### src/rtl/dlob_pkg.sv
`default_nettype none
// ----------------------------------------------------------------------------
// dlob_pkg
// Shared types and constants for the depth limited order book.
// ----------------------------------------------------------------------------
package dlob_pkg;

  // number of price levels each side can hold
  localparam int BOOK_DEPTH = 16;
  // price field width (tick count)
  localparam int PRICE_W    = 32;
  // width of the stored level count, able to hold BOOK_DEPTH itself
  localparam int CNT_W      = $clog2(BOOK_DEPTH + 1);
  // fixed field widths of the ports
  localparam int LIMIT_W    = 5;
  localparam int COUNT_W    = 5;
  localparam int PADDR_W    = 3;
  localparam int PDATA_W    = 32;

  localparam logic [LIMIT_W-1:0] LIMIT_RESET = LIMIT_W'(BOOK_DEPTH);

  // register index taken from the byte address
  localparam logic REG_DEPTH_LIMIT = 1'b0;

  // operation and side codes
  localparam logic MODE_ADD = 1'b0;
  localparam logic MODE_DEL = 1'b1;
  localparam logic SIDE_ASK = 1'b0;
  localparam logic SIDE_BID = 1'b1;

  // per cycle command broadcast to every cell of a side
  typedef struct packed {
    logic add_en;
    logic del_en;
  } cell_ctl_t;

endpackage
`default_nettype wire

### src/rtl/dlob_cell.sv
`default_nettype none
// ----------------------------------------------------------------------------
// dlob_cell
// One price level of a sorted side. Levels are kept best first as a key
// (descending); a cell takes the new key, its upper neighbor's key on an
// insert shift, or its lower neighbor's key on a delete shift.
// ----------------------------------------------------------------------------
module dlob_cell (
  input  wire logic                           clk_i,
  input  wire dlob_pkg::cell_ctl_t            ctl_i,
  input  wire logic [dlob_pkg::PRICE_W-1:0]   key_i,
  input  wire logic                           valid_i,
  input  wire logic                           up_gt_i,
  input  wire logic                           up_valid_i,
  input  wire logic [dlob_pkg::PRICE_W-1:0]   up_val_i,
  input  wire logic [dlob_pkg::PRICE_W-1:0]   dn_val_i,
  output logic                                gt_o,
  output logic                                hit_o,
  output logic [dlob_pkg::PRICE_W-1:0]        val_o,
  output logic [dlob_pkg::PRICE_W-1:0]        val_d_o
);

  logic [dlob_pkg::PRICE_W-1:0] val_q;
  logic [dlob_pkg::PRICE_W-1:0] val_d;
  logic                         ge;

  // an empty slot counts as worse than any key
  assign gt_o  = !valid_i || (key_i > val_q);
  assign ge    = valid_i && (key_i >= val_q);
  assign hit_o = valid_i && (key_i == val_q);

  always_comb begin
    val_d = val_q;
    if (ctl_i.add_en) begin
      if (gt_o && !up_gt_i) begin
        val_d = key_i;
      end else if (gt_o && up_gt_i && up_valid_i) begin
        val_d = up_val_i;
      end
    end else if (ctl_i.del_en) begin
      if (ge) begin
        val_d = dn_val_i;
      end
    end
  end

  always_ff @(posedge clk_i) begin
    val_q <= val_d;
  end

  assign val_o   = val_q;
  assign val_d_o = val_d;

endmodule
`default_nettype wire

### src/rtl/dlob_side.sv
`default_nettype none
// ----------------------------------------------------------------------------
// dlob_side
// One side of the book: a chain of level cells sorted best first plus the
// level count. Inserts shift worse levels down, on a full side the worst one
// falls off the end; deletes shift the levels below the hit up.
// ----------------------------------------------------------------------------
module dlob_side (
  input  wire logic                           clk_i,
  input  wire logic                           rst_ni,
  input  wire logic                           en_i,
  input  wire logic                           del_i,
  input  wire logic [dlob_pkg::PRICE_W-1:0]   key_i,
  input  wire logic [dlob_pkg::LIMIT_W-1:0]   limit_i,
  output logic [dlob_pkg::PRICE_W-1:0]        head_d_o,
  output logic [dlob_pkg::CNT_W-1:0]          count_d_o
);

  localparam int N = dlob_pkg::BOOK_DEPTH;

  logic [dlob_pkg::CNT_W-1:0]   count_q, count_d;
  logic [dlob_pkg::CNT_W-1:0]   lim;
  logic [N-1:0]                 valid, gt, hit;
  logic [dlob_pkg::PRICE_W-1:0] val_q [N];
  logic [dlob_pkg::PRICE_W-1:0] val_d [N];
  logic                         found;
  dlob_pkg::cell_ctl_t          ctl;

  // limit of zero acts as one, above the depth acts as the depth
  always_comb begin
    if (limit_i == '0) begin
      lim = dlob_pkg::CNT_W'(1);
    end else if (32'(limit_i) > N) begin
      lim = dlob_pkg::CNT_W'(N);
    end else begin
      lim = dlob_pkg::CNT_W'(limit_i);
    end
  end

  assign found      = |hit;
  assign ctl.add_en = en_i && (del_i == dlob_pkg::MODE_ADD) && !found;
  assign ctl.del_en = en_i && (del_i == dlob_pkg::MODE_DEL) && found;

  for (genvar i = 0; i < N; i++) begin : g_cell
    logic                         up_gt, up_valid;
    logic [dlob_pkg::PRICE_W-1:0] up_val, dn_val;

    assign valid[i] = count_q > dlob_pkg::CNT_W'(i);

    if (i == 0) begin : g_head
      assign up_gt    = 1'b0;
      assign up_valid = 1'b1;
      assign up_val   = '0;
    end else begin : g_body
      assign up_gt    = gt[i-1];
      assign up_valid = valid[i-1];
      assign up_val   = val_q[i-1];
    end

    if (i == N - 1) begin : g_tail
      assign dn_val = val_q[i];
    end else begin : g_mid
      assign dn_val = val_q[i+1];
    end

    dlob_cell u_cell (
      .clk_i      (clk_i),
      .ctl_i      (ctl),
      .key_i      (key_i),
      .valid_i    (valid[i]),
      .up_gt_i    (up_gt),
      .up_valid_i (up_valid),
      .up_val_i   (up_val),
      .dn_val_i   (dn_val),
      .gt_o       (gt[i]),
      .hit_o      (hit[i]),
      .val_o      (val_q[i]),
      .val_d_o    (val_d[i])
    );
  end

  // a full side keeps its count: the insert pushes the worst level out
  always_comb begin
    count_d = count_q;
    if (ctl.add_en && (count_q < lim)) begin
      count_d = count_q + dlob_pkg::CNT_W'(1);
    end else if (ctl.del_en) begin
      count_d = count_q - dlob_pkg::CNT_W'(1);
    end
  end

  always_ff @(posedge clk_i or negedge rst_ni) begin
    if (!rst_ni) begin
      count_q <= '0;
    end else begin
      count_q <= count_d;
    end
  end

  assign head_d_o  = val_d[0];
  assign count_d_o = count_d;

endmodule
`default_nettype wire

### src/rtl/depth_limited_order_book_top.sv
`default_nettype none
// ----------------------------------------------------------------------------
// depth_limited_order_book_top
// Price level book with a bid side and an ask side of limited depth.
// ----------------------------------------------------------------------------
// Each accepted word (add or delete of one price on one side) is applied in
// the cycle it is taken and its result word (best bid, best ask, valid flags
// and level counts after the update) is offered on the next cycle from an
// output register. One word per cycle is sustained as long as the output side
// takes results; the input stalls only while a result waits unread. Each
// side is a chain of 16 sorted level cells that all update in the same cycle,
// so the rate does not depend on book fill. Asks are held as inverted keys so
// both chains sort the same way. depth_limit is written over the APB port at
// byte address 0 and resets to 16.
module depth_limited_order_book_top (
  input  wire logic                           clk_i,
  input  wire logic                           rst_ni,
  // configuration
  input  wire logic                           psel,
  input  wire logic                           penable,
  input  wire logic                           pwrite,
  input  wire logic [dlob_pkg::PADDR_W-1:0]   paddr,
  input  wire logic [dlob_pkg::PDATA_W-1:0]   pwdata,
  output logic [dlob_pkg::PDATA_W-1:0]        prdata,
  output logic                                pready,
  // input words
  input  wire logic                           in_valid_i,
  output logic                                in_ready_o,
  input  wire logic                           mode_i,
  input  wire logic                           side_i,
  input  wire logic [dlob_pkg::PRICE_W-1:0]   price_i,
  // result words
  output logic                                out_valid_o,
  input  wire logic                           out_ready_i,
  output logic [dlob_pkg::PRICE_W-1:0]        best_bid_o,
  output logic                                bid_valid_o,
  output logic [dlob_pkg::PRICE_W-1:0]        best_ask_o,
  output logic                                ask_valid_o,
  output logic [dlob_pkg::COUNT_W-1:0]        bid_count_o,
  output logic [dlob_pkg::COUNT_W-1:0]        ask_count_o
);

  logic [dlob_pkg::LIMIT_W-1:0] limit_q;
  logic                         cfg_wr;
  logic                         accept;
  logic [dlob_pkg::PRICE_W-1:0] key;
  logic [dlob_pkg::PRICE_W-1:0] bid_head_d, ask_head_d;
  logic [dlob_pkg::CNT_W-1:0]   bid_cnt_d, ask_cnt_d;

  logic                         out_valid_q;
  logic [dlob_pkg::PRICE_W-1:0] best_bid_q, best_ask_q;
  logic [dlob_pkg::COUNT_W-1:0] bid_count_q, ask_count_q;

  // configuration register
  assign pready = 1'b1;
  assign cfg_wr = psel && penable && pwrite && pready &&
                  (paddr[2] == dlob_pkg::REG_DEPTH_LIMIT);
  assign prdata = (paddr[2] == dlob_pkg::REG_DEPTH_LIMIT) ?
                  dlob_pkg::PDATA_W'(limit_q) : '0;

  always_ff @(posedge clk_i or negedge rst_ni) begin
    if (!rst_ni) begin
      limit_q <= dlob_pkg::LIMIT_RESET;
    end else if (cfg_wr) begin
      limit_q <= pwdata[dlob_pkg::LIMIT_W-1:0];
    end
  end

  assign in_ready_o = !out_valid_q || out_ready_i;
  assign accept     = in_valid_i && in_ready_o;

  // asks inverted so the lowest ask sorts first
  assign key = (side_i == dlob_pkg::SIDE_BID) ? price_i : ~price_i;

  dlob_side u_bid (
    .clk_i     (clk_i),
    .rst_ni    (rst_ni),
    .en_i      (accept && (side_i == dlob_pkg::SIDE_BID)),
    .del_i     (mode_i),
    .key_i     (key),
    .limit_i   (limit_q),
    .head_d_o  (bid_head_d),
    .count_d_o (bid_cnt_d)
  );

  dlob_side u_ask (
    .clk_i     (clk_i),
    .rst_ni    (rst_ni),
    .en_i      (accept && (side_i == dlob_pkg::SIDE_ASK)),
    .del_i     (mode_i),
    .key_i     (key),
    .limit_i   (limit_q),
    .head_d_o  (ask_head_d),
    .count_d_o (ask_cnt_d)
  );

  always_ff @(posedge clk_i or negedge rst_ni) begin
    if (!rst_ni) begin
      out_valid_q <= 1'b0;
    end else if (accept) begin
      out_valid_q <= 1'b1;
    end else if (out_ready_i) begin
      out_valid_q <= 1'b0;
    end
  end

  always_ff @(posedge clk_i) begin
    if (accept) begin
      best_bid_q  <= (bid_cnt_d != '0) ? bid_head_d : '0;
      best_ask_q  <= (ask_cnt_d != '0) ? ~ask_head_d : '0;
      bid_count_q <= dlob_pkg::COUNT_W'(bid_cnt_d);
      ask_count_q <= dlob_pkg::COUNT_W'(ask_cnt_d);
    end
  end

  assign out_valid_o = out_valid_q;
  assign best_bid_o  = best_bid_q;
  assign best_ask_o  = best_ask_q;
  assign bid_count_o = bid_count_q;
  assign ask_count_o = ask_count_q;
  assign bid_valid_o = (bid_count_q != '0);
  assign ask_valid_o = (ask_count_q != '0);

  a_bid_count_bound : assert property (@(posedge clk_i) disable iff (!rst_ni)
    out_valid_o |-> (32'(bid_count_o) <= dlob_pkg::BOOK_DEPTH))
    else $error("bid level count above book depth");

  a_ask_count_bound : assert property (@(posedge clk_i) disable iff (!rst_ni)
    out_valid_o |-> (32'(ask_count_o) <= dlob_pkg::BOOK_DEPTH))
    else $error("ask level count above book depth");

  a_empty_bid_zero : assert property (@(posedge clk_i) disable iff (!rst_ni)
    (out_valid_o && !bid_valid_o) |-> (best_bid_o == '0))
    else $error("best bid not zero on empty bid side");

  a_stall_cause : assert property (@(posedge clk_i) disable iff (!rst_ni)
    !in_ready_o |-> (out_valid_o && !out_ready_i))
    else $error("input stalled without a pending result");

endmodule
`default_nettype wire

### config.mk
export PLATFORM = sky130hd
export DESIGN_NAME = depth_limited_order_book_top
export DESIGN_NICKNAME = d
export VERILOG_FILES = /design/src/rtl/dlob_pkg.sv /design/src/rtl/dlob_cell.sv /design/src/rtl/dlob_side.sv /design/src/rtl/depth_limited_order_book_top.sv
export SDC_FILE = /design/constraint.sdc
export NUM_CORES = 2
export LEC_CHECK = 0
export BUFFER_PORTS_ARGS = -buffer_cell sky130_fd_sc_hd__buf_2
export CAP_MARGIN = 20
export CORE_MARGIN = 10
export CORE_UTILIZATION = 50
export CTS_BUF_LIST = sky130_fd_sc_hd__clkbuf_8
export DETAILED_ROUTE_END_ITERATION = 6
export PLACE_DENSITY = 0.69
export REMOVE_ABC_BUFFERS = 1
export SLEW_MARGIN = 0
export SYNTH_ARGS = -nofsm -noshare
export SYNTH_HDL_FRONTEND = slang
export SYNTH_SLANG_ARGS = --single-unit
### constraint.sdc
create_clock -name clk_i -period 6 [get_ports clk_i]
set_input_delay 0.9 -clock clk_i [delete_from_list [all_inputs] [get_ports clk_i]]
set_output_delay 0.9 -clock clk_i [all_outputs]
set_load 0.01 [all_outputs]
After elaboration in Yosys (flattened, before gate mapping)
Index checks and enable logic that the tools add are counted.

word-level totals
  RAM bits = 0
  output and inout bits = 111
  ROM bits = 0
  register bits = 1114
  word-level logic and storage cells = 704
  memories = 0
  latch bits = 0

operators by class
  add/subtract/negate cells = 4
  multipliers = 0
  shift-type cells = 0
  mux-type cells = 162
  equal/unequal tests = 60
  divide/modulo/power cells = 0
  bitwise logic cells = 5
  reductions and logical operators = 336
  order comparisons = 97

operators with widths
  cell                   count
  $mux W32               153
  $eq A32 B32 Y1         32
  $gt A32 B32 Y1         32
  $ge A32 B32 Y1         30
  $logic_and A1 B1 Y1    168
  $ne A3 B3 Y1 const B   28
  $reduce_and A3 Y1      28
  $gt A5 B4 Y1 const B   16
  $reduce_bool A2 Y1     33
  $logic_not A1 Y1       65
  $not A32 Y32           2
  $gt A5 B3 Y1 const B   8
  $mux W5                7
  $logic_or A1 B1 Y1     33
  $reduce_or A16 Y1      2
  $gt A5 B1 Y1 const B   4
  $gt A5 B2 Y1 const B   4
  $reduce_bool A5 Y1     4
  $add A5 B1 Y5 const B  2
  $lt A5 B5 Y1           2
  $sub A5 B1 Y5 const B  2
  $gt A5 B5 Y1 const B   1
  $logic_not A5 Y1       1
  $reduce_and A2 Y1      2
  2 further kinds        5

Logic depth before layout (Yosys ltp)
  depth after elaboration = 10
  gate-level depth with buffers = 21
  mapped depth without buffers = 13

Modules after synthesis
A second synthesis with hierarchy kept.

second synthesis, totals
  cell total of the unflattened synthesis = 13570
  area, all modules = 102502.1 sq um

modules (own cells, without submodules)
  module                                   cells each  times used  area an instance (sq um)
  dlob_cell at u_ask.g_cell[0].u_cell ...  415         31          3069.2
  depth_limited_order_book_top             249         1           3590.9
  dlob_cell at u_bid.g_cell[9].u_cell      272         1           2343.5
  dlob_side at u_bid                       94          1           711.9
  dlob_side at u_ask                       90          1           710.7

Worst setup path after synthesis
Ideal clock, no wire load.

  kind = input to register
  from = in side_i
  to = reg u_ask.g_cell[15].u_cell.val_q (netlist bit u_ask.g_cell[15].u_cell.val_o[0]), enable pin
  stages = 19
  data required time = 5499 ps
  slack = -2786 ps
  arrival time = 8284 ps
  setup time = 501 ps
  cells stage by stage = buf_4 -> buf_2 -> buf_1 -> xor2_1 -> inv_1 -> clkbuf_1 -> ha_1 -> nand4_1 -> or4_1 -> or4b_2 -> nand4_1 -> a2111oi_0 -> and2_1 -> buf_4 -> nand2_1 -> buf_2 -> buf_2 -> buf_2 -> nor4_1

between the ends
  longest elaborated chain between the ends = 7
  elaborated cells between the ends (all ways) = 49
  those cells by class = order compare: 2; eq/ne: 16; mux: 1; bitwise: 1; reduce/logical: 29

RTL lines
  what                                                                        RTL line                            source
  start: declaration                                                          depth_limited_order_book_top.sv:30  input wire logic side_i,
  $mux W32                                                                    depth_limited_order_book_top.sv:73  assign key = (side_i == dlob_pkg::SIDE_BID) ? price_i : ~price_i;
  $gt A32 B32 Y1 / $eq A32 B32 Y1 (equally long branches)                     dlob_cell.sv:28, dlob_cell.sv:30
  $logic_or A1 B1 Y1 / $logic_and A1 B1 Y1 (equally long branches)            dlob_cell.sv:28, dlob_cell.sv:30
  $logic_not A1 Y1, or another cell as far along                              dlob_cell.sv:35                     if (gt_o && !up_gt_i) begin
  $logic_and A1 B1 Y1, or another cell as far along                           dlob_cell.sv:35
  $reduce_bool A2 Y1 (no line) / $logic_and A1 B1 Y1 (equally long branches)  -
  $reduce_and A2 Y1 (no line) (*)                                             -
  end signal: assignment                                                      dlob_cell.sv:48                     val_q <= val_d;
  end: declaration                                                            dlob_cell.sv:23                     logic [dlob_pkg::PRICE_W-1:0] val_q;

Mark *: on every way between the ends. The rest lies on a longest branch, timed or not.
A chain may end at the register's enable or synchronous reset.

Final worst setup path
  from = in side_i
  to = reg best_ask_q (netlist bit best_ask_o[13]) (data pin)

between the ends
  longest elaborated chain between the ends = 9
  elaborated cells between the ends (all ways) = 54
  those cells by class = order compare: 2; eq/ne: 16; mux: 7; bitwise: 2; reduce/logical: 27

RTL lines
  what                                                                    RTL line                             source
  parallel branches: the longest is 9 deep, another holds $ge A32 B32 Y1  -
  end signal: assignment                                                  depth_limited_order_book_top.sv:110  best_ask_q <= (ask_cnt_d != '0) ? ~ask_head_d : '0;
  end: declaration                                                        depth_limited_order_book_top.sv:51   logic [dlob_pkg::PRICE_W-1:0] best_bid_q, best_ask_q;

Several ways; the timed one is not identified.

==> metrics.md <==
| Metric | Value |
|---|---|
| Status | finished with violations |
| Violated checks | design-rule violations |
| Worst Path Class, Setup | in -> reg |
| Final Hold Viols | 0 |
| Mean area per synthesized cell | 9.537 um^2 |
| P&R area growth vs syn | 12.65% |
| #FFs+latches synth | 1114 |
| Asr flop ratio synth | 1.436% |
| Post-synthesis sequential area ratio | 39.77% |
| Yosys top cell area share | 37.72% |
| Static Leak | around 41 nW |
| Gpl congestion | 0.9989 |
| Cells after Synth | approximately 8.6k |
| Yosys top cell by area | edfxtp_1 |
| First-pass DRT Iterations | 7 |
| Vias per inst | 6.382 |
| Startpoint Class | input port |
| Pwr Density | 298.0 nW/um^2 |
| Clk slew on worst S/H paths | around 0.06 ns |
| Initial DRC count | 9382 |
| Clock Tree Root | clkbuf_8 |
| Data arrival, critical path | 6.26 ns |
| Die ar. | between 150000 and 200000 um^2 |
| Worst-margin pin slew | 1.124 ns |
| Cts bufs inserted | 200 |
| Vias in the first global route | 68.18k |
| Pre-CTS setup slack | -0.2835 ns |
| Setup violations, final | 0 |
| Top post-synthesis cells by area | edfxtp_1, ha_1, inv_1 |
| Setup slack after layout | 0.4592 ns |
| Die extent in y | 425.7 um |
| Slew Limit Fails | 0 |
| Worst vdd ir | 252.1 uV |
| # nets final | ~10k |
| Port bufs | 129 |
| DR DRC count | 2 |
| Worst EP required | 6.72 ns |
| Post-DRT Antenna Nets | 0 |
| First-pass GRT wire length | 422200 um |
| Largest net degree at the start of global routing | 104 |
| TritonCTS clock tree | built |
| Final Instance Area | 92720 um^2 |
| Top Ports | 187 |
| Max cap viols | 0 |
| Maximum clock path buffer count | 3 |
| Layout cells sized above 1 | between 10% and 20% |
| Starting Density | 50.45% |
| RSZ-0062 raised after global routing | false |
| Worst hold-check path type | in -> reg |
| Std-Cell Rows | 148 |
| Grt ovf | 0 |
| Tot GR Track Use | between 30% and 40% |
| Critical Path Fanout Max | 32 |
| H-Tree Depth | 4 |
| Worst hold margin | ~0.12 ns |
| Sinks on Clock Net | approximately 1.1k |
| EDFF count, synth | 1034 |
| Min cycle time layout | about 5.5 ns |
| Max Clock Skew | 0.06078 ns |
| Hpwl dp | 223800 um |
| Chip width | 425.7 um |
| Post-route setup TNS | 0 ns |
| Dpl cell area | ~89000 um^2 |
| Clk Latency, worst-skew pair | 0.99 ns |
| Synth Flop Type | edfxtp_1 |
| Vias | 71.79k |
| Routed WL | about 290000 um |
| Post-Route Utilization | 56.84% |
| Synth Cell Area | 82310 um^2 |
| Core ar. | 163100 um^2 |
| Ys Warns | 0 |
| Setup Buffers After CTS | 0 |
| WL per Instance | ~26 um |
| Rel. slew slack | 24.48% |
| Final period util | 92.35% |
| Fill cells | 14.15k |
| F_max | between 0.15 and 0.2 GHz |
| Cell variety after synth | 94 |
| Initial antenna violation count | 3 |
| Worst setup EP type | register |
[flip-flops by register name (all words and copies together), names as in the netlist]
register,flops
ask_count_o,5
best_ask_o,32
best_bid_o,32
bid_count_o,5
limit_q,5
out_valid_o,1
u_ask.count_q,5
u_ask.g_cell.u_cell.val_o,512
u_bid.count_q,5
u_bid.g_cell.u_cell.val_o,512
[logic make-up after synthesis]
kind of cell,count (synthesis),synth area share (%)
buf+inv,1612,7.748
other cells,2,0.009124
xor+xnor,66,0.9288
flops,1114,39.77
simple gates,2055,11.65
fa+ha+maj,1011,15.37
compound gates,2373,19.68
mux,398,4.852
[metal layers]
metal / GRT usage, % / vias up / part of all wire, %
met5: 0 / - / 0.0045
met3: 6.431 / 702 / 11
met4: 17.16 / 2 / 6.4
met2: 44.38 / 4055 / 42
li1: - / 32610 / -
met1: 41.51 / 34410 / 41
[where the power goes]
part / internal (mW) / switching [mW] / total (mW)
combinational: 3.95 / 6.61 / 10.6
clock: 3.42 / 3.51 / 6.93
sequential: 9.43 / 0.703 / 10.1
total: 16.8 / 10.8 / 27.6
[critical path: stages]
cell and delay, ns:
buf_4 0.15, buf_12 0.20, xor2_1 0.36, inv_2 0.26, ha_1 0.38, nand4_1 0.16
or4_1 0.47, or4_1 0.55, o31ai_1 0.84, a2111oi_0 0.26, and2_1 0.26, buf_4 0.17
mux2_1 0.32, o21ai_1 0.27, and4bb_1 0.30, buf_12 0.18, o21ba_2 0.18
[synth_stat cells, types with 64 or more instances]
cell type,n
a221o_1,72
nand2_1,686
clkbuf_1,365
o211ai_1,162
o21ai_0,454
mux2i_1,390
inv_1,1062
a31oi_1,80
a21oi_1,463
dfxtp_1,64
a21o_1,365
o221ai_1,315
edfxtp_1,1034
nor2_1,435
nor3_1,134
ha_1,1011
nand4_1,236
buf_2,107
a22oi_1,127
nand3_1,352
[stage by stage]
stage          cells  power, mW
2_1_floorplan   8107      16.71
3_3_place_gp   10870      20.21
3_5_place_dp   10870      20.55
4_1_cts        11240      27.45
5_1_grt        11250      28.93
6_report       11250      27.63
[layout make-up]
type	count	area, um^2	area share, %
Antenna cell	3	7.507	0.008096
Clock buffer	218	3000	3.236
Clock inverter	152	725.7	0.7827
Inverter	1062	3988	4.301
Multi-Input combinational cell	5931	43700	47.13
Sequential cell	1114	32730	35.30
Tap cell	2175	2721	2.935
Timing Repair Buffer	594	5843	6.302
[path summary, 6_finish.rpt]
check / slack (ns) / start / cells after the start / to
setup / recovery: 0.46 / side_i / 17 / best_ask_o[13]$_SDFFCE_PN0P_
hold / removal: 0.12 / in_valid_i / 2 / out_valid_o$_DFFE_PN0P_
min in group asynchronous: 0.48 / rst_ni / 2 / limit_q[0]$_DFFE_PN0P_
max in group asynchronous: 5.03 / rst_ni / 2 / u_bid.count_q[2]$_DFF_PN0_
setup reg to reg: 0.68 / u_bid.count_q[1]$_DFF_PN0_ / 13 / u_bid.g_cell[7].u_cell.val_o[7]$_DFFE_PP_
hold reg to reg: 0.49 / u_bid.g_cell[0].u_cell.val_o[3]$_DFF_P_ / 2 / u_bid.g_cell[0].u_cell.val_o[3]$_DFF_P_
[placed cells by master (no fill, tap or decap), drive strengths merged, types with 39 or more instances in the layout]
cell / n
nand4: 236
a31oi: 80
nor4: 43
a21oi: 483
edfxtp: 1034
buf: 593
nor3: 136
clkinv: 58
a21o: 365
mux2i: 390
o211ai: 162
o21a: 50
dfxtp: 64
nand3: 352
o221ai: 315
nor2b: 39
a221o: 72
nand2: 686
inv: 1147
ha: 1011
o21ai: 466
clkbuf: 218
a22oi: 127
nor2: 435
a211oi: 45
[timing repair]
item,in CTS,in global routing
hold endpoints to repair,15,0
gates resized for setup,0,0
hold buffers,1,0
No activity file was read; power rests on OpenSTA's default activity.
